--- src/rtl/core/scp_pkg.sv ---
`timescale 1ns / 1ps

package scp_pkg;

  typedef enum logic [1:0] {
    ACT_BYTE     = 2'd0,
    ACT_SHOOT_RD = 2'd1,
    ACT_CAL_RD   = 2'd2,
    ACT_NOP      = 2'd3
  } scp_action_t;

  typedef enum logic [1:0] {
    MODE_IDLE   = 2'd0,
    MODE_LETTER = 2'd1,
    MODE_DIGITS = 2'd2
  } scp_mode_t;

  typedef enum logic [2:0] {
    CMD_ANGLE    = 3'd0,
    CMD_DISTANCE = 3'd1,
    CMD_ENEMY_X  = 3'd2,
    CMD_ENEMY_Y  = 3'd3,
    CMD_SHOOT    = 3'd4,
    CMD_CAL      = 3'd5,
    CMD_NONE     = 3'd7
  } scp_cmd_t;

  localparam logic [7:0] CH_A     = 8'h61;
  localparam logic [7:0] CH_D     = 8'h64;
  localparam logic [7:0] CH_H     = 8'h68;
  localparam logic [7:0] CH_U     = 8'h75;
  localparam logic [7:0] CH_V     = 8'h76;
  localparam logic [7:0] CH_C     = 8'h63;
  localparam logic [7:0] CH_END   = 8'h2d;
  localparam logic [7:0] CH_SPACE = 8'h20;
  localparam logic [7:0] CH_COLON = 8'h3a;
  localparam logic [7:0] CH_ZERO  = 8'd48;
  localparam logic [7:0] CH_NINE  = 8'd57;

  localparam int VAL_W = 13;
  localparam int ACC_W = 16;

  typedef struct packed {
    logic [1:0] action;
    logic [7:0] byte_in;
  } scp_in_t;

  typedef struct packed {
    logic [VAL_W-1:0] angle;
    logic [VAL_W-1:0] distance;
    logic [VAL_W-1:0] enemy_x;
    logic [VAL_W-1:0] enemy_y;
    logic             shoot_flag;
    logic             calibrate_flag;
    logic             message_done;
  } scp_out_t;

  function automatic scp_cmd_t letter_code(input logic [7:0] b);
    scp_cmd_t c;
    case (b)
      CH_A:    c = CMD_ANGLE;
      CH_D:    c = CMD_DISTANCE;
      CH_U:    c = CMD_ENEMY_X;
      CH_V:    c = CMD_ENEMY_Y;
      CH_H:    c = CMD_SHOOT;
      CH_C:    c = CMD_CAL;
      default: c = CMD_NONE;
    endcase
    return c;
  endfunction

  // (10*sum mod 2^16) / 10 == sum - ceil(65536*k/10), k = wrap count of 10*sum
  function automatic logic [VAL_W-1:0] wrap_quot(input logic [16:0] sum,
                                                 input logic [3:0]  k);
    logic [16:0] sub;
    logic [16:0] res;
    case (k)
      4'd0:    sub = 17'd0;
      4'd1:    sub = 17'd6554;
      4'd2:    sub = 17'd13108;
      4'd3:    sub = 17'd19661;
      4'd4:    sub = 17'd26215;
      4'd5:    sub = 17'd32768;
      4'd6:    sub = 17'd39322;
      4'd7:    sub = 17'd45876;
      4'd8:    sub = 17'd52429;
      4'd9:    sub = 17'd58983;
      4'd10:   sub = 17'd65536;
      default: sub = 17'd0;
    endcase
    res = sum - sub;
    return res[VAL_W-1:0];
  endfunction

endpackage

--- src/rtl/core/scp_parser.sv ---
`timescale 1ns / 1ps

module scp_parser #(
  parameter int MESSAGE_LIMIT = 48,
  parameter int MAX_DIGITS    = 5
) (
  input  logic             clk,
  input  logic             rst_n,
  input  logic             step,
  input  scp_pkg::scp_in_t item,
  output scp_pkg::scp_out_t result
);
  import scp_pkg::*;

  localparam int POS_W = $clog2(MESSAGE_LIMIT + 1);
  localparam int DC_W  = $clog2(MAX_DIGITS + 1);
  localparam logic [POS_W-1:0] LIMIT_C = POS_W'(MESSAGE_LIMIT);
  localparam logic [DC_W-1:0]  MAXD_C  = DC_W'(MAX_DIGITS);

  logic [POS_W-1:0] pos_r, pos_nxt;
  scp_mode_t        mode_r, mode_nxt;
  scp_cmd_t         cmd_r, cmd_nxt;
  logic [DC_W-1:0]  dcnt_r, dcnt_nxt;
  logic [ACC_W-1:0] acc_r, acc_nxt;
  logic [VAL_W-1:0] quot_r, quot_nxt;
  logic [VAL_W-1:0] angle_r, angle_nxt;
  logic [VAL_W-1:0] dist_r, dist_nxt;
  logic [VAL_W-1:0] ex_r, ex_nxt;
  logic [VAL_W-1:0] ey_r, ey_nxt;
  logic             shoot_r, shoot_nxt;
  logic             cal_r, cal_nxt;

  logic [16:0] sum;
  logic [19:0] prod;
  logic [VAL_W-1:0] quot_new;

  assign sum      = {1'b0, acc_r} + 17'(4'(item.byte_in - CH_ZERO));
  assign prod     = {sum, 3'b000} + {2'b00, sum, 1'b0};
  assign quot_new = wrap_quot(sum, prod[19:16]);

  always_comb begin
    logic [7:0]       b;
    logic [POS_W-1:0] pos_inc;
    logic             done;
    logic             a_en, l_en;
    scp_cmd_t         a_cmd, l_cmd;
    logic [VAL_W-1:0] a_val, l_val;
    scp_cmd_t         code;
    logic             is_digit;

    b        = item.byte_in;
    pos_inc  = pos_r + 1'b1;
    code     = letter_code(b);
    is_digit = (b >= CH_ZERO) && (b <= CH_NINE);
    done     = 1'b0;
    a_en     = 1'b0;
    a_cmd    = cmd_r;
    a_val    = '0;
    l_en     = 1'b0;
    l_cmd    = cmd_r;
    l_val    = '0;

    pos_nxt   = pos_r;
    mode_nxt  = mode_r;
    cmd_nxt   = cmd_r;
    dcnt_nxt  = dcnt_r;
    acc_nxt   = acc_r;
    quot_nxt  = quot_r;
    angle_nxt = angle_r;
    dist_nxt  = dist_r;
    ex_nxt    = ex_r;
    ey_nxt    = ey_r;
    shoot_nxt = shoot_r;
    cal_nxt   = cal_r;

    if (scp_action_t'(item.action) == ACT_BYTE) begin
      pos_nxt = pos_inc;
      if (b == CH_END) begin
        a_en = (mode_r == MODE_LETTER);
        done = 1'b1;
      end else begin
        case (mode_r)
          MODE_LETTER: begin
            if (b == CH_COLON) begin
              mode_nxt = MODE_DIGITS;
              dcnt_nxt = '0;
              acc_nxt  = '0;
              quot_nxt = '0;
            end else begin
              a_en     = 1'b1;
              mode_nxt = (code != CMD_NONE) ? MODE_LETTER : MODE_IDLE;
              if (code != CMD_NONE) cmd_nxt = code;
            end
          end
          MODE_DIGITS: begin
            if (is_digit) begin
              acc_nxt  = prod[ACC_W-1:0];
              quot_nxt = quot_new;
              dcnt_nxt = dcnt_r + 1'b1;
              if (dcnt_r + 1'b1 >= MAXD_C) begin
                a_en     = 1'b1;
                a_val    = quot_new;
                mode_nxt = MODE_IDLE;
              end
            end else if (b == CH_SPACE) begin
              a_en     = 1'b1;
              a_val    = quot_r;
              mode_nxt = MODE_IDLE;
            end else begin
              mode_nxt = (code != CMD_NONE) ? MODE_LETTER : MODE_IDLE;
              if (code != CMD_NONE) cmd_nxt = code;
            end
          end
          default: begin
            mode_nxt = (code != CMD_NONE) ? MODE_LETTER : MODE_IDLE;
            if (code != CMD_NONE) cmd_nxt = code;
          end
        endcase
        // byte limit: the missing next byte acts as a space
        if (pos_inc >= LIMIT_C) begin
          done  = 1'b1;
          l_cmd = cmd_nxt;
          if (mode_nxt == MODE_LETTER) begin
            l_en = 1'b1;
          end else if (mode_nxt == MODE_DIGITS) begin
            l_en  = 1'b1;
            l_val = quot_nxt;
          end
        end
      end

      if (a_en) begin
        case (a_cmd)
          CMD_ANGLE:    angle_nxt = a_val;
          CMD_DISTANCE: dist_nxt  = a_val;
          CMD_ENEMY_X:  ex_nxt    = a_val;
          CMD_ENEMY_Y:  ey_nxt    = a_val;
          CMD_SHOOT:    shoot_nxt = 1'b1;
          CMD_CAL:      cal_nxt   = 1'b1;
          default:      ;
        endcase
      end
      if (l_en) begin
        case (l_cmd)
          CMD_ANGLE:    angle_nxt = l_val;
          CMD_DISTANCE: dist_nxt  = l_val;
          CMD_ENEMY_X:  ex_nxt    = l_val;
          CMD_ENEMY_Y:  ey_nxt    = l_val;
          CMD_SHOOT:    shoot_nxt = 1'b1;
          CMD_CAL:      cal_nxt   = 1'b1;
          default:      ;
        endcase
      end
      if (done) begin
        pos_nxt  = '0;
        mode_nxt = MODE_IDLE;
        cmd_nxt  = CMD_ANGLE;
        dcnt_nxt = '0;
        acc_nxt  = '0;
        quot_nxt = '0;
      end
    end

    // flags are reported after any set, before any clear
    result.angle          = angle_nxt;
    result.distance       = dist_nxt;
    result.enemy_x        = ex_nxt;
    result.enemy_y        = ey_nxt;
    result.shoot_flag     = shoot_nxt;
    result.calibrate_flag = cal_nxt;
    result.message_done   = done;

    if (scp_action_t'(item.action) == ACT_SHOOT_RD) shoot_nxt = 1'b0;
    if (scp_action_t'(item.action) == ACT_CAL_RD)   cal_nxt   = 1'b0;
  end

  always_ff @(posedge clk) begin
    if (!rst_n) begin
      pos_r   <= '0;
      mode_r  <= MODE_IDLE;
      cmd_r   <= CMD_ANGLE;
      dcnt_r  <= '0;
      acc_r   <= '0;
      quot_r  <= '0;
      angle_r <= '0;
      dist_r  <= '0;
      ex_r    <= '0;
      ey_r    <= '0;
      shoot_r <= 1'b0;
      cal_r   <= 1'b0;
    end else if (step) begin
      pos_r   <= pos_nxt;
      mode_r  <= mode_nxt;
      cmd_r   <= cmd_nxt;
      dcnt_r  <= dcnt_nxt;
      acc_r   <= acc_nxt;
      quot_r  <= quot_nxt;
      angle_r <= angle_nxt;
      dist_r  <= dist_nxt;
      ex_r    <= ex_nxt;
      ey_r    <= ey_nxt;
      shoot_r <= shoot_nxt;
      cal_r   <= cal_nxt;
    end
  end

  a_pos_below_limit: assert property (@(posedge clk) disable iff (!rst_n)
    pos_r < LIMIT_C)
    else $error("message position reached the limit");

  a_done_clears_pos: assert property (@(posedge clk) disable iff (!rst_n)
    step && result.message_done |=> pos_r == '0 && mode_r == MODE_IDLE)
    else $error("message end did not reset the parser");

  a_digits_below_max: assert property (@(posedge clk) disable iff (!rst_n)
    mode_r == MODE_DIGITS |-> dcnt_r < MAXD_C)
    else $error("digit count ran past the maximum");

  a_quot_tracks_acc: assert property (@(posedge clk) disable iff (!rst_n)
    quot_r <= VAL_W'(6553))
    else $error("held value out of range");

endmodule

--- src/rtl/core/serial_command_parser.sv ---
`timescale 1ns / 1ps
// Path: the accept edge loads the input register; the parser update is then loaded
// into the result register on an edge where the output is free or out_ready is high.
// Throughput: one item per cycle unless a waiting result stalls on out_ready; the
// input register absorbs one item while a result waits on out_ready.
// Reset: synchronous active-low rst_n clears both valid flags and all parser state.

module serial_command_parser #(
  parameter int MESSAGE_LIMIT = 48,
  parameter int MAX_DIGITS    = 5
) (
  input  logic              clk,
  input  logic              rst_n,
  input  logic              in_valid,
  output logic              in_ready,
  input  scp_pkg::scp_in_t  in_data,
  output logic              out_valid,
  input  logic              out_ready,
  output scp_pkg::scp_out_t out_data
);
  import scp_pkg::*;

  logic     in_vld_r;
  scp_in_t  in_item_r;
  logic     out_vld_r;
  scp_out_t out_item_r;
  scp_out_t res;
  logic     advance;

  assign advance   = in_vld_r && (!out_vld_r || out_ready);
  assign in_ready  = !in_vld_r || advance;
  assign out_valid = out_vld_r;
  assign out_data  = out_item_r;

  scp_parser #(
    .MESSAGE_LIMIT(MESSAGE_LIMIT),
    .MAX_DIGITS   (MAX_DIGITS)
  ) u_parser (
    .clk   (clk),
    .rst_n (rst_n),
    .step  (advance),
    .item  (in_item_r),
    .result(res)
  );

  always_ff @(posedge clk) begin
    if (!rst_n) begin
      in_vld_r  <= 1'b0;
      out_vld_r <= 1'b0;
    end else begin
      if (in_ready) in_vld_r <= in_valid;
      if (advance) out_vld_r <= 1'b1;
      else if (out_ready) out_vld_r <= 1'b0;
    end
  end

  always_ff @(posedge clk) begin
    if (in_valid && in_ready) in_item_r <= in_data;
    if (advance) out_item_r <= res;
  end

endmodule
--- config.mk ---
export PLATFORM = sky130hd
export DESIGN_NAME = serial_command_parser
export DESIGN_NICKNAME = d
export VERILOG_FILES = /design/src/rtl/core/scp_pkg.sv /design/src/rtl/core/scp_parser.sv /design/src/rtl/core/serial_command_parser.sv
export SDC_FILE = /design/constraint.sdc
export NUM_CORES = 1
export LEC_CHECK = 0
export BUFFER_PORTS_ARGS = -buffer_cell sky130_fd_sc_hd__buf_2
export CORE_MARGIN = 4
export CORE_UTILIZATION = 45
export CTS_BUF_LIST = sky130_fd_sc_hd__clkbuf_4 sky130_fd_sc_hd__clkbuf_8
export DETAILED_ROUTE_END_ITERATION = 12
export HOLD_SLACK_MARGIN = 0.06
export SYNTH_ARGS = -nofsm -noshare
export SYNTH_HDL_FRONTEND = slang
export SYNTH_SLANG_ARGS = --single-unit
--- constraint.sdc ---
create_clock -name clk -period 7.3 [get_ports clk]
set_input_delay 0.365 -clock clk [delete_from_list [all_inputs] [get_ports clk]]
set_output_delay 0.365 -clock clk [all_outputs]
set_load 0.01 [all_outputs]
# Word level (Yosys, flattened, before mapping)
# Memory sizes are Yosys's and may differ from the RTL's.
# Cells that the tools add are included.
[op_classes]
addsub = 6
magnitude_cmp = 4
n_eq_ne = 29
mux = 95
n_reduce_logical = 15
[ops]
columns = ["op", "n"]
rows = [
  ["$mux W13", 33],
  ["$mux W16", 4],
  ["$eq A8 B7 Y1 const B", 6],
  ["$mux W3", 13],
  ["$pmux W16 S2", 1],
  ["$mux W1", 29],
  ["$pmux W13 S2", 1],
  ["$eq A8 B6 Y1 const B", 3],
  ["$add A20 B18 Y20", 1],
  ["$pmux W3 S6", 1],
  ["$add A16 B4 Y17", 1],
  ["$mux W2", 8],
  ["$sub A13 B13 Y13", 1],
  ["$eq A3 B2 Y1 const B", 4],
  ["$eq A3 B3 Y1 const B", 4],
  ["$pmux W3 S2", 2],
  ["$ge A8 B6 Y1 const B", 1],
  ["$le A8 B6 Y1 const B", 1],
  ["$add A6 B1 Y6 const B", 1],
  ["$eq A2 B1 Y1 const B", 3],
  ["$eq A2 B2 Y1 const B", 3],
  ["$eq A3 B1 Y1 const B", 2],
  ["$ge A6 B6 Y1 const B", 1],
  ["$logic_not A3 Y1", 2],
  ["18 further kinds", 23],
]
[totals]
ff_bits = 164
rom_bits = 272
inputBits = 14
n_memories = 1
[memory_table]
columns = ["memory", "words", "word_bits", "rd", "rd_clocked_by_memory_dff", "wr", "line", "rtl"]
rows = [
  ["(no name shown)", 16, 17, 1, 0, 0, "scp_pkg.sv:77", "case (k)"],
]

# Logic depth before layout (Yosys ltp)
# Gate-level depths: netlist (run 1).
[logic_depth]
depth_word = 18
mapped_depth = 32
mapped_depth_nobuf = 31

# By module
# A second synthesis (run 1) with hierarchy kept.
[unflattened]
hier_cells = 1097
hier_area_um2 = 9813.2
[modules_own_cells]
columns = ["module", "n_inst", "cells_per_inst", "area_per_inst_um2"]
rows = [
  ["scp_parser", 1, 1023, 7757.4],
  ["serial_command_parser", 1, 74, 2055.7],
]

# Least setup slack after synthesis (run 1)
# No wires, ideal clock.
[synth_timing]
kind = "register to register"
start = "register in_item_r[1] in the netlist's numbering"
end = "register out_item_r, in the netlist out_data[41], data pin"
setup_ns = 0.269
t_arrival_ns = 6.609
path_slack_ns = 0.422
path_stages_with_launch = 32
synth_period_minus_slack_ns = 6.878
path_cell_list = "edfxtp_1 > ha_1 > fa_1 > a21oi_1 > nor4b_1 > xnor2_1 > inv_1 > ha_1 > a21oi_1 > nor3b_1 > a21oi_1 > or3_1 > and2_1 > inv_1 > ha_1 > mux2i_1 > o22ai_1 > ha_1 > inv_1 > fa_1 > a211oi_1 > o21ai_0 > o21ai_0 > o21ai_0 > o22ai_1 > a22oi_1 > a211o_1 > o311a_1 > and3_1 > buf_4 > nor2_1 > o21ai_0"
[synth_lines]
columns = ["item", "line", "rtl"]
rows = [
  ["start: declaration", "serial_command_parser.sv:24", "scp_in_t in_item_r;"],
  ["start signal: assignment", "serial_command_parser.sv:58", "if (in_valid && in_ready) in_item_r <= in_data;"],
  ["end signal: assignment", "serial_command_parser.sv:59", "if (advance) out_item_r <= res;"],
  ["end: declaration", "serial_command_parser.sv:26", "scp_out_t out_item_r;"],
]

==> flow_summary_export.csv, run 1 <==
group,metric,value,unit
hold_path,holdPathEnd,"in_vld_r",
run,maxCapViolCount,0,
timing,slew_violations,0,
worst_setup_path,critPathLaunchType,"register",
global_routing,antenna_found_initial,0,
clocking,cts_buffer_depth,2,
worst_setup_path,required,7.63,ns
timing,slew_headroom,19.6,%
timing,fin_crit,6.89,ns
yosys,yosys.area_share.simple,19.5,%
worst_setup_path,endpoint_kind,"register",
timing,setup-violations-final,0,
floorplan,io_pins,71,
floorplan,coreArea,22100,um2
yosys,synth-seq-cells,163,
routing,first_pass_iters,6,
clocking,clock_sinks,163,
timing,worst_slew_pin_slew,1.20,ns
global_routing,grt_pass1_vias,8432,
cells_and_area,postLayoutCellArea,11600,um2
clocking,clk_latency,0.47,ns
cells_and_area,multi_input_area,6070,um2
floorplan,start_util,46.4,%
worst_setup_path,rr_worst_depth,28,
placed_design,gp_congestion,0.890,
routing,totalWireLength,28400,um
worst_setup_path,critPathMaxStageDelay,0.48,ns
power,powerDensity,153,nW/um2
global_routing,gr-usage-all-layers,21.6,%
yosys,synth_warnings,0,
timing,fin_skew,0.0176,ns
worst_setup_path,path_class,"reg -> reg",
worst_setup_path,r2r-start,"in_item_r[3]",
routing,post_drt_wl_per_cell,18.7,um
global_routing,grt_max_degree,105,
clocking,cts_root_buf,"clkbuf_8",
routing,via_per_inst,6.02,
cells_and_area,regArea,3910,um2
power,ir_drop,0.103,mV
yosys,synthXorXnorAreaFrac,3.25,%
hold_path,hp-start,"in_valid",
yosys,synth_edf_count,65,
yosys,ys_types,84,
cells_and_area,areaGrowthSynthToFinish,13.1,%
floorplan,die_area,25300,um2
yosys,synth_top_family_by_area,"compound AO/OA/AOI/OAI gates",
floorplan,die_w,159,um
clocking,tritoncts,"yes",
worst_setup_path,reg2reg_to,"out_data[50]",
yosys,yosysSeqAreaShare,38.2,%
timing,rsz0062_at_grt,"false",
yosys,synth_async_sr_flop_share,0,%
placed_design,dpl.hpwl,19600,um
yosys,synth-adder-area-share,5.59,%
placed_design,placed_area,10900,um2
worst_setup_path,crit_fanout,6,
global_routing,grt_pass1_wl,45400,um
hold_path,hold_class,"in -> reg",
clocking,clkTransAtPathRegs,0.11,ns
floorplan,die_h,159,um
routing,first_iter_violations,767,
timing,finalHoldViolCount,0,
routing,ant_nets,0,
clocking,htreeDepth,4,
timing,fin_tns_setup,0,ns
hold_path,hold_depth,3,
clocking,cts_made_buffers,17,
yosys,synth.area.mux_share,0.977,%
worst_setup_path,reg2reg_slack,0.41,ns
power,leakagePower,0.00435,uW
placed_design,io_buffers,70,
routing,route.vias.total,9137,
yosys,synth_ff_type,"dfxtp_1",
worst_setup_path,cp.arrival,7.22,ns
yosys,synth_area,10200,um2
timing,max_freq,145,MHz
cells_and_area,final_core_util,52.5,%
timing,finalCritPeriodShare,94.4,%
yosys,synth-compound-area-share,28.6,%
routing,drcViolationCount,0,
run_status,status,"completed",
cells_and_area,layout.nets,1284,
floorplan,num_rows,54,
cells_and_area,antenna_cells,0,
global_routing,overflow,0,
cells_and_area,drive_gt1_share,18.1,%
yosys,syn_avg_cell_area,8.84,um2
worst_setup_path,cpMaxStageDelayCell,"a21oi_1",
yosys,syn_inst,1159,
yosys,syn_nets,1217,
cells_and_area,n_fill_cell,2029,
==> worst max-delay path: cells and delay by family, from the launching register on <==
family	cells	cell delay, ns
compound gates	13	3.04
xor+xnor	2	0.38
fa+ha+maj	4	1.40
buf+inv	2	0.19
flops	1	0.43
mux	1	0.13
simple gates	6	1.17
==> how the worst max path moves through the flow <==
| stage | end | cells after the start | start |
|---|---|---|---|
| finish | out_data[50] | 28 | in_item_r[3] |
| global route | out_data[40] | 28 | in_item_r[3] |
| CTS | out_data[39] | 29 | in_item_r[1] |
| detailed placement | u_parser.dist_r[12] | 30 | in_item_r[1] |
| global placement | out_data[41] | 30 | in_item_r[1] |
| floorplan | out_data[41] | 31 | in_item_r[1] |
==> state kept, by name, indices dropped and copies added, names as in the netlist <==
signal            count
u_parser.cal_r        1
u_parser.angle_r     13
u_parser.ex_r        13
u_parser.ey_r        13
u_parser.dcnt_r       3
out_data             55
out_valid             1
u_parser.acc_r       15
u_parser.mode_r       2
u_parser.dist_r      13
in_vld_r              1
u_parser.cmd_r        3
in_item_r            10
u_parser.shoot_r      1
u_parser.pos_r        6
u_parser.quot_r      13
==> placed cells by master (no fill, tap or decap), types with 17 or more instances in the layout <==
cell type / Yosys / routed
a31oi_1: 38 / 38
o21ai_0: 79 / 75
buf_4: 3 / 37
nor2b_1: 44 / 42
clkbuf_8: 0 / 17
edfxtp_1: 65 / 65
a21o_1: 17 / 17
o221a_2: 32 / 32
ha_1: 41 / 40
inv_1: 28 / 28
nand3_1: 33 / 33
nor2_1: 102 / 101
o22a_1: 32 / 32
a21oi_1: 63 / 61
xnor2_1: 23 / 22
a22oi_1: 35 / 33
buf_2: 5 / 70
dfxtp_1: 98 / 98
nand2_1: 111 / 110
==> stage by stage <==
step	instances	hold WS, ns	setup slack (ns)	total power, uW
after floorplan	1159	0.454	0.422	1060
after global placement	1472	0.474	0.294	1090
after detailed placement	1472	0.478	0.129	1090
after CTS	1514	0.123	0.0484	1780
after global routing	1519	0.127	0.0271	1840
final	1519	0.146	0.408	1770
==> power breakdown <==
part,switching (uW),internal [uW]
Combinational,71.6,42.8
Clock,425,265
Sequential,7.15,960
==> layout make-up <==
type                            count  share of cell area, %
Multi-Input combinational cell    898                   52.4
Sequential cell                   163                   33.8
Timing Repair Buffer              117                   6.28
Tap cell                          280                   3.02
Clock buffer                       17                   2.02
Clock inverter                     15                   1.58
Inverter                           29                  0.939
==> kinds of logic (layout without fill, tap and decap cells) <==
kind of cell / count (synthesis) / after routing
compound gates: 407 / 408
simple gates: 398 / 398
flops: 163 / 163
buf+inv: 99 / 178
fa+ha+maj: 44 / 44
xor+xnor: 38 / 38
mux: 10 / 10
==> repair_timing <==
action                     4_1_cts  5_1_grt
hold endpoints to repair        10        0
hold buffers                    10        0
setup buffers                    0        4
setup endpoints to repair        0       49
resized for setup                0       27
==> Yosys cell counts, types with 5 or more instances <==
cell type    n  area [um2]
nand2_1    111         417
nor2_1     102         383
dfxtp_1     98        1960
o21ai_0     79         395
edfxtp_1    65        1950
a21oi_1     63         315
clkbuf_1    57         214
nor2b_1     44         275
ha_1        41         513
a31oi_1     38         238
a22oi_1     35         263
nand3_1     33         165
o221a_2     32         360
o22a_1      32         280
inv_1       28         105
xnor2_1     23         201
a21o_1      17         128
nor3_1      17        85.1
and3_1      16         100
o211ai_1    16         120
and2_1      15        93.8
xor2_1      15         131
mux2i_1     10         100
a211oi_1     8        60.1
or3_1        8        50.1
a21boi_0     7        52.6
o221ai_1     7        61.3
a32oi_1      6        52.6
nand2b_1     6        37.5
o21a_1       6        45.0
a221oi_1     5        43.8
buf_2        5        25.0
nor4_1       5        31.3
o21bai_1     5        37.5
o31ai_1      5        37.5
==> metal layers <==
metal / global-route usage (%) / routed length, um / vias to the layer above
li1: - / - / 4509
met1: 29.8 / 13000 / 4301
met2: 35.7 / 13500 / 295
met3: 3.14 / 1450 / 32
met4: 5.80 / 476 / 0
met5: 0 / 0 / -
Power figures use the tool's default switching activity.
==> inputs of run 2 (changes only) <==
--- a/config.mk
+++ b/config.mk
@@ -11,6 +11,8 @@
 export CTS_BUF_LIST = sky130_fd_sc_hd__clkbuf_4 sky130_fd_sc_hd__clkbuf_8
 export DETAILED_ROUTE_END_ITERATION = 12
 export HOLD_SLACK_MARGIN = 0.06
+export PLACE_DENSITY = 0.64
 export SYNTH_ARGS = -nofsm -noshare
 export SYNTH_HDL_FRONTEND = slang
+export SYNTH_HIERARCHICAL = 1
 export SYNTH_SLANG_ARGS = --single-unit
==> run 2 against run 1 <==
Critical path depth grew 7. Sequential cell count unchanged. Clock skew rose by 0.0022 ns. Highest routed layer unchanged.
==> flow_summary_export.csv, run 2 <==
group,metric,value,unit
run_status,status,"completed",
power,p_int,1290,uW
worst_setup_path,endpoint_kind,"register",
global_routing,grt_pass1_wl,42600,um
routing,totalWireLength,26600,um
global_routing,antenna_found_initial,0,
power,seq_power_share,55.2,%
yosys,synth_async_sr_flop_share,0,%
floorplan,die_h,156,um
worst_setup_path,required,7.64,ns
timing,fin_skew,0.0198,ns
yosys,synth_area,9810,um2
worst_setup_path,crit_fanout,8,
timing,slew_violations,0,
cells_and_area,drive_gt1_share,19.7,%
cells_and_area,layout_commonest_cell,"nor2_1",
clocking,cts_root_buf,"clkbuf_8",
yosys,yosysSeqAreaShare,39.9,%
worst_setup_path,startpoint,"in_item_r[1]",
yosys,synth_common_cells,"nor2_1 (112), nand2_1 (100), dfxtp_1 (98)",
yosys,synth_warnings,6,
yosys,synth_area_leaders,"dfxtp_1 (20%), edfxtp_1 (20%), ha_1 (5.2%)",
worst_setup_path,reg2reg_to,"out_data[37]",
yosys,ys_types,77,
floorplan,num_rows,53,
yosys,synth_edf_count,65,
placed_design,gp_congestion,0.904,
floorplan,io_pins,71,
floorplan,start_util,46.2,%
cells_and_area,areaGrowthSynthToFinish,14.7,%
floorplan,die_w,156,um
clocking,clk_latency,0.46,ns
yosys,synth_ff_type,"dfxtp_1",
clocking,tritoncts,"yes",
cells_and_area,layout.nets,1238,
clocking,clkTransAtPathRegs,0.10,ns
worst_setup_path,critPathMaxStageDelay,0.43,ns
routing,post_drt_wl_per_cell,18.1,um
routing,first_pass_iters,5,
cells_and_area,final_core_util,53.0,%
placed_design,dpl.hpwl,19000,um
timing,fin_crit,7.02,ns
yosys,syn_nets,1155,
cells_and_area,antenna_cells,0,
power,power.share.clock,38.3,%
power,p_comb_share,6.5,%
global_routing,grt_pass1_vias,8096,
yosys,syn_inst,1097,
routing,top_layer_used,"met4",
routing,wl_met1,12400,um
global_routing,overflow,0,
timing,setup_ws,0.278,ns
clocking,cts_made_buffers,17,
routing,wl_met3,1180,um
routing,wl_met2,12500,um
global_routing,gr-usage-all-layers,21.6,%
run,maxCapViolCount,0,
hold_path,hold_class,"in -> reg",
timing,fin_tns_setup,0,ns
power,ir_drop,0.109,mV
worst_setup_path,path_class,"reg -> reg",
floorplan,die_area,24200,um2
worst_setup_path,cpMostUsedCell,"ha_1",
timing,finalCritPeriodShare,96.2,%
timing,slew_headroom,24.7,%
power,power,1760,uW
routing,drcViolationCount,0,
cells_and_area,largest_register_ffs,55,
global_routing,grt_max_degree,62,
worst_setup_path,rr_worst_depth,35,
yosys,syn_avg_cell_area,8.95,um2
worst_setup_path,cpMaxStageDelayCell,"fa_1",
yosys,yosysTopAreaCell,"dfxtp_1",
power,powerDensity,156,nW/um2
timing,worst_slew_pin_slew,1.12,ns
timing,finalHoldViolCount,0,
worst_setup_path,reg2reg_slack,0.28,ns
power,switching_power,464,uW
clocking,cts_buffer_depth,2,
routing,first_iter_violations,628,
cells_and_area,layout_common_cells,"nor2_1 (112), dfxtp_1 (98), nand2_1 (98)",
placed_design,place_ws,-0.0991,ns
power,leakagePower,0.00428,uW
power,switching_share,26.4,%
yosys,yosysTopAreaCellShare,20.0,%
routing,via_per_inst,5.87,
timing,setup-violations-final,0,
worst_setup_path,cp-endpoint,"out_data[37]",
routing,route.vias.total,8617,
clocking,clock_sinks,163,
clocking,htreeDepth,4,
floorplan,coreArea,21200,um2
cells_and_area,n_fill_cell,1978,
timing,max_freq,142,MHz
routing,ant_nets,0,
worst_setup_path,cp.arrival,7.36,ns
yosys,yosysMostFrequentCell,"nor2_1",
worst_setup_path,critPathLaunchType,"register",
worst_setup_path,r2r-start,"in_item_r[1]",
placed_design,io_buffers,70,
yosys,synth-seq-cells,163,
run 2: cell count changes after synthesis, sizes merged, moves of 12 or more:
cell / before / now
a31oi: 38 / 7
nor2b: 44 / 15
a21oi: 67 / 79
o21ai: 81 / 55
nor2: 102 / 114
nor3: 20 / 43
run 2: logic make-up (layout without fill, tap and decap cells):
family / count (synthesis) / after routing / share of synthesized area (%)
AOI/OAI and AO/OA: 350 / 350 / 25.9
DFF: 163 / 163 / 39.9
buffers and inverters: 100 / 196 / 4.02
xor gates and xnor gates: 40 / 40 / 3.57
and+or+nand+nor: 388 / 388 / 19.4
adders and majority gates: 44 / 44 / 5.84
muxes: 12 / 12 / 1.33
run 2: layout make-up:
cell class | instances | area [um2] | share of cell area (%)
Clock buffer | 18 | 241 | 2.15
Clock inverter | 14 | 161 | 1.43
Inverter | 32 | 120 | 1.07
Multi-Input combinational cell | 834 | 5640 | 50.1
Sequential cell | 163 | 3910 | 34.8
Tap cell | 275 | 344 | 3.06
Timing Repair Buffer | 132 | 836 | 7.43
run 2: critical path, delay by kind of cell, from the launching register on:
kind,cells,cell delay [ns]
fa+ha+maj,6,1.73
flops,1,0.39
buf+inv,5,0.54
compound gates,14,2.59
xor+xnor,2,0.33
simple gates,8,1.32
run 2: power groups by stage:
stage / clock network (uW) / registers (uW) / logic (uW)
floorplan: 0 / 996 / 62.8
global placement: 0 / 989 / 108
detailed placement: 0 / 989 / 109
CTS: 686 / 968 / 113
global route: 728 / 970 / 126
finish: 673 / 968 / 114
run 2: worst min path at each step:
stage | depth (start not counted) | endpoint | startpoint
final | 1 | in_item_r[8] | in_data[8]
after global routing | 1 | in_item_r[8] | in_data[8]
after CTS | 1 | in_item_r[3] | in_data[3]
after detailed placement | 2 | u_parser/pos_r[1] | u_parser/pos_r[1]
after global placement | 2 | u_parser/pos_r[1] | u_parser/pos_r[1]
after floorplan | 2 | u_parser/pos_r[1] | u_parser/pos_r[1]
run 2: routing by layer:
metal / GRT usage [%] / vias up
met4: 6.84 / 0
met3: 3.72 / 42
met2: 35.0 / 233
li1: - / 4263
met5: 0 / -
met1: 29.6 / 4079
run 2: stage by stage:
step,hold slack [ns],area (um2),cells
3_3_place_gp,0.458,10600,1424
2_1_floorplan,0.444,9810,1097
4_1_cts,0.0614,11100,1463
3_5_place_dp,0.467,10600,1424
6_report,0.0947,11300,1468
5_1_grt,0.0627,11300,1468
run 2: repair_timing:
action / 4_1_cts / 5_1_grt
setup buffers: 0 / 4
resized for setup: 2 / 23
hold buffers: 7 / 1
pin swaps: 1 / 2
endpoints found under the hold margin: 7 / 1
setup endpoints to repair: 5 / 48
==> inputs of run 3 (changes only) <==
--- a/config.mk
+++ b/config.mk
@@ -6,12 +6,11 @@
 export NUM_CORES = 1
 export LEC_CHECK = 0
 export BUFFER_PORTS_ARGS = -buffer_cell sky130_fd_sc_hd__buf_2
-export CORE_MARGIN = 4
 export CORE_UTILIZATION = 45
 export CTS_BUF_LIST = sky130_fd_sc_hd__clkbuf_4 sky130_fd_sc_hd__clkbuf_8
 export DETAILED_ROUTE_END_ITERATION = 12
 export HOLD_SLACK_MARGIN = 0.06
-export PLACE_DENSITY = 0.64
+export PLACE_DENSITY_LB_ADDON = 0.05
 export SYNTH_ARGS = -nofsm -noshare
 export SYNTH_HDL_FRONTEND = slang
 export SYNTH_HIERARCHICAL = 1
==> run 3 against run 2 <==
Critical endpoint unchanged. Largest cell class unchanged. Critical path type unchanged. Worst setup slack better by 0.12 ns. Clock-buffer cell count is 1 lower. Total power is 0.45% lower. Largest power group unchanged. Global-route usage is 3.4 points higher. Highest routed layer unchanged.
==> flow_summary_export.csv, run 3 (same netlist as run 2, synthesis figures left out) <==
group,metric,value,unit
run_status,status,"completed",
hold_path,hold_depth,3,
clocking,cts_made_buffers,17,
worst_setup_path,critPathMaxStageDelay,0.43,ns
worst_setup_path,critPathLaunchType,"register",
placed_design,io_buffers,70,
placed_design,place_ws,-0.0248,ns
routing,via_per_inst,5.91,
power,powerDensity,154,nW/um2
global_routing,grt_pass1_vias,8144,
worst_setup_path,cp.arrival,7.25,ns
clocking,cts_root_buf,"clkbuf_8",
worst_setup_path,path_class,"reg -> reg",
floorplan,num_rows,53,
routing,totalWireLength,27300,um
timing,finalHoldViolCount,0,
worst_setup_path,crit_fanout,5,
routing,ant_nets,0,
clocking,clock_sinks,163,
floorplan,die_area,22400,um2
cells_and_area,drive_gt1_share,20.8,%
worst_setup_path,reg2reg_slack,0.40,ns
timing,slew_headroom,23.3,%
power,leakagePower,0.00431,uW
floorplan,start_util,46.2,%
clocking,cts_buffer_depth,2,
cells_and_area,layout_commonest_cell,"nor2_1",
global_routing,gr-usage-all-layers,25.0,%
power,ir_drop,0.138,mV
worst_setup_path,endpoint_kind,"register",
routing,post_drt_wl_per_cell,18.6,um
clocking,clkTransAtPathRegs,0.11,ns
cells_and_area,layout.nets,1241,
clocking,tritoncts,"yes",
placed_design,placed_area,10600,um2
worst_setup_path,rr_worst_depth,31,
clocking,clk_latency,0.47,ns
cells_and_area,largest_register_ffs,55,
worst_setup_path,reg2reg_to,"out_data[37]",
timing,fin_crit,6.90,ns
routing,route.vias.total,8690,
cells_and_area,layout_common_cells,"nor2_1 (110), dfxtp_1 (98), nand2_1 (98)",
worst_setup_path,r2r-start,"in_item_r[3]",
timing,fin_skew,0.0146,ns
placed_design,dpl.hpwl,19400,um
floorplan,io_pins,71,
hold_path,holdPathEnd,"in_vld_r",
global_routing,grt_max_degree,62,
timing,slew_violations,0,
cells_and_area,postLayoutCellArea,11300,um2
floorplan,die_w,150,um
floorplan,coreArea,21200,um2
worst_setup_path,cpMaxStageDelayCell,"edfxtp_1",
run,maxCapViolCount,0,
clocking,htreeDepth,4,
timing,finalCritPeriodShare,94.6,%
floorplan,die_h,150,um
hold_path,hold_class,"in -> reg",
timing,max_freq,145,MHz
timing,worst_slew_pin_slew,1.15,ns
worst_setup_path,cpMostUsedCell,"o21ai_0",
routing,first_pass_iters,5,
global_routing,overflow,0,
timing,setup-violations-final,0,
global_routing,antenna_found_initial,0,
timing,setup_ws,0.395,ns
timing,fin_tns_setup,0,ns
worst_setup_path,required,7.65,ns
placed_design,gp_congestion,0.880,
cells_and_area,areaGrowthSynthToFinish,15.5,%
cells_and_area,antenna_cells,0,
hold_path,hp-start,"in_valid",
routing,first_iter_violations,607,
power,power,1750,uW
routing,drcViolationCount,0,
global_routing,grt_pass1_wl,43800,um
-- run 3: cell count changes in the layout (fill, tap and decap cells not counted), sizes merged --
cell / change
buf: +1
bufinv: -1
clkbuf: -1
clkinv: +3
clkinvlp: -1
dlygate4sd3: +2
-- run 3: stage by stage --
stage / hold slack [ns] / utilization [%] / instances
6_report: 0.144 / 53.4 / 1471
5_1_grt: 0.127 / 53.4 / 1471
4_1_cts: 0.0608 / 52.2 / 1462
3_5_place_dp: 0.469 / 50.0 / 1421
3_3_place_gp: 0.461 / 50.0 / 1421
2_1_floorplan: 0.444 / - / 1097
-- run 3: worst max path at each step --
stage | from | end | slack (ns) | cells after the start
finish | in_item_r[3] | out_data[37] | 0.40 | 31
global route | in_item_r[1] | out_data[15] | -0.03 | 32
CTS | in_item_r[3] | out_data[15] | 0.03 | 34
detailed placement | in_item_r[1] | out_data[15] | -0.02 | 34
global placement | in_item_r[1] | out_data[15] | 0.12 | 34
floorplan | in_item_r[1] | out_data[15] | 0.13 | 32
-- run 3: area by class of cell --
| type | count | area, um2 |
|---|---|---|
| Multi-Input combinational cell | 834 | 5700 |
| Inverter | 32 | 120 |
| Sequential cell | 163 | 3910 |
| Timing Repair Buffer | 135 | 863 |
| Clock inverter | 15 | 156 |
| Fill cell | 2045 | 9890 |
| Clock buffer | 17 | 234 |
| Tap cell | 275 | 344 |
-- run 3: what timing repair did --
| action | in CTS | in global routing |
|---|---|---|
| gates resized for setup | 0 | 39 |
| endpoints found under the hold margin | 8 | 2 |
| buffers inserted | 1 | 7 |
| hold buffers | 8 | 2 |
| endpoints found under the setup margin | 4 | 50 |
| pin swaps | 1 | 17 |
-- run 3: routing by layer --
| metal | up-vias | part of all wire [%] | global-route usage [%] |
|---|---|---|---|
| met5 | - | 0 | 0 |
| li1 | 4268 | - | - |
| met4 | 0 | 1.5 | 6.62 |
| met1 | 4191 | 46 | 33.4 |
| met2 | 207 | 48 | 41.8 |
| met3 | 24 | 4.2 | 3.99 |
-- run 3: critical path, delay by kind of cell, from the launching register on --
kind                     cells  cell delay (ns)
XOR/XNOR                     3             0.70
flip-flops                   1             0.43
buffers and inverters        3             0.30
AND/OR/NAND/NOR              5             1.01
adder cells (fa/ha/maj)      5             1.53
AO/OA/AOI/OAI               15             2.84
-- run 3: report_power, final --
group / internal (uW) / switching, uW / leakage (uW)
clock: 259 / 404 / 0.000198
sequential: 961 / 7.76 / 0.00141
combinational: 40.2 / 75.6 / 0.00270
total: 1260 / 488 / 0.00431
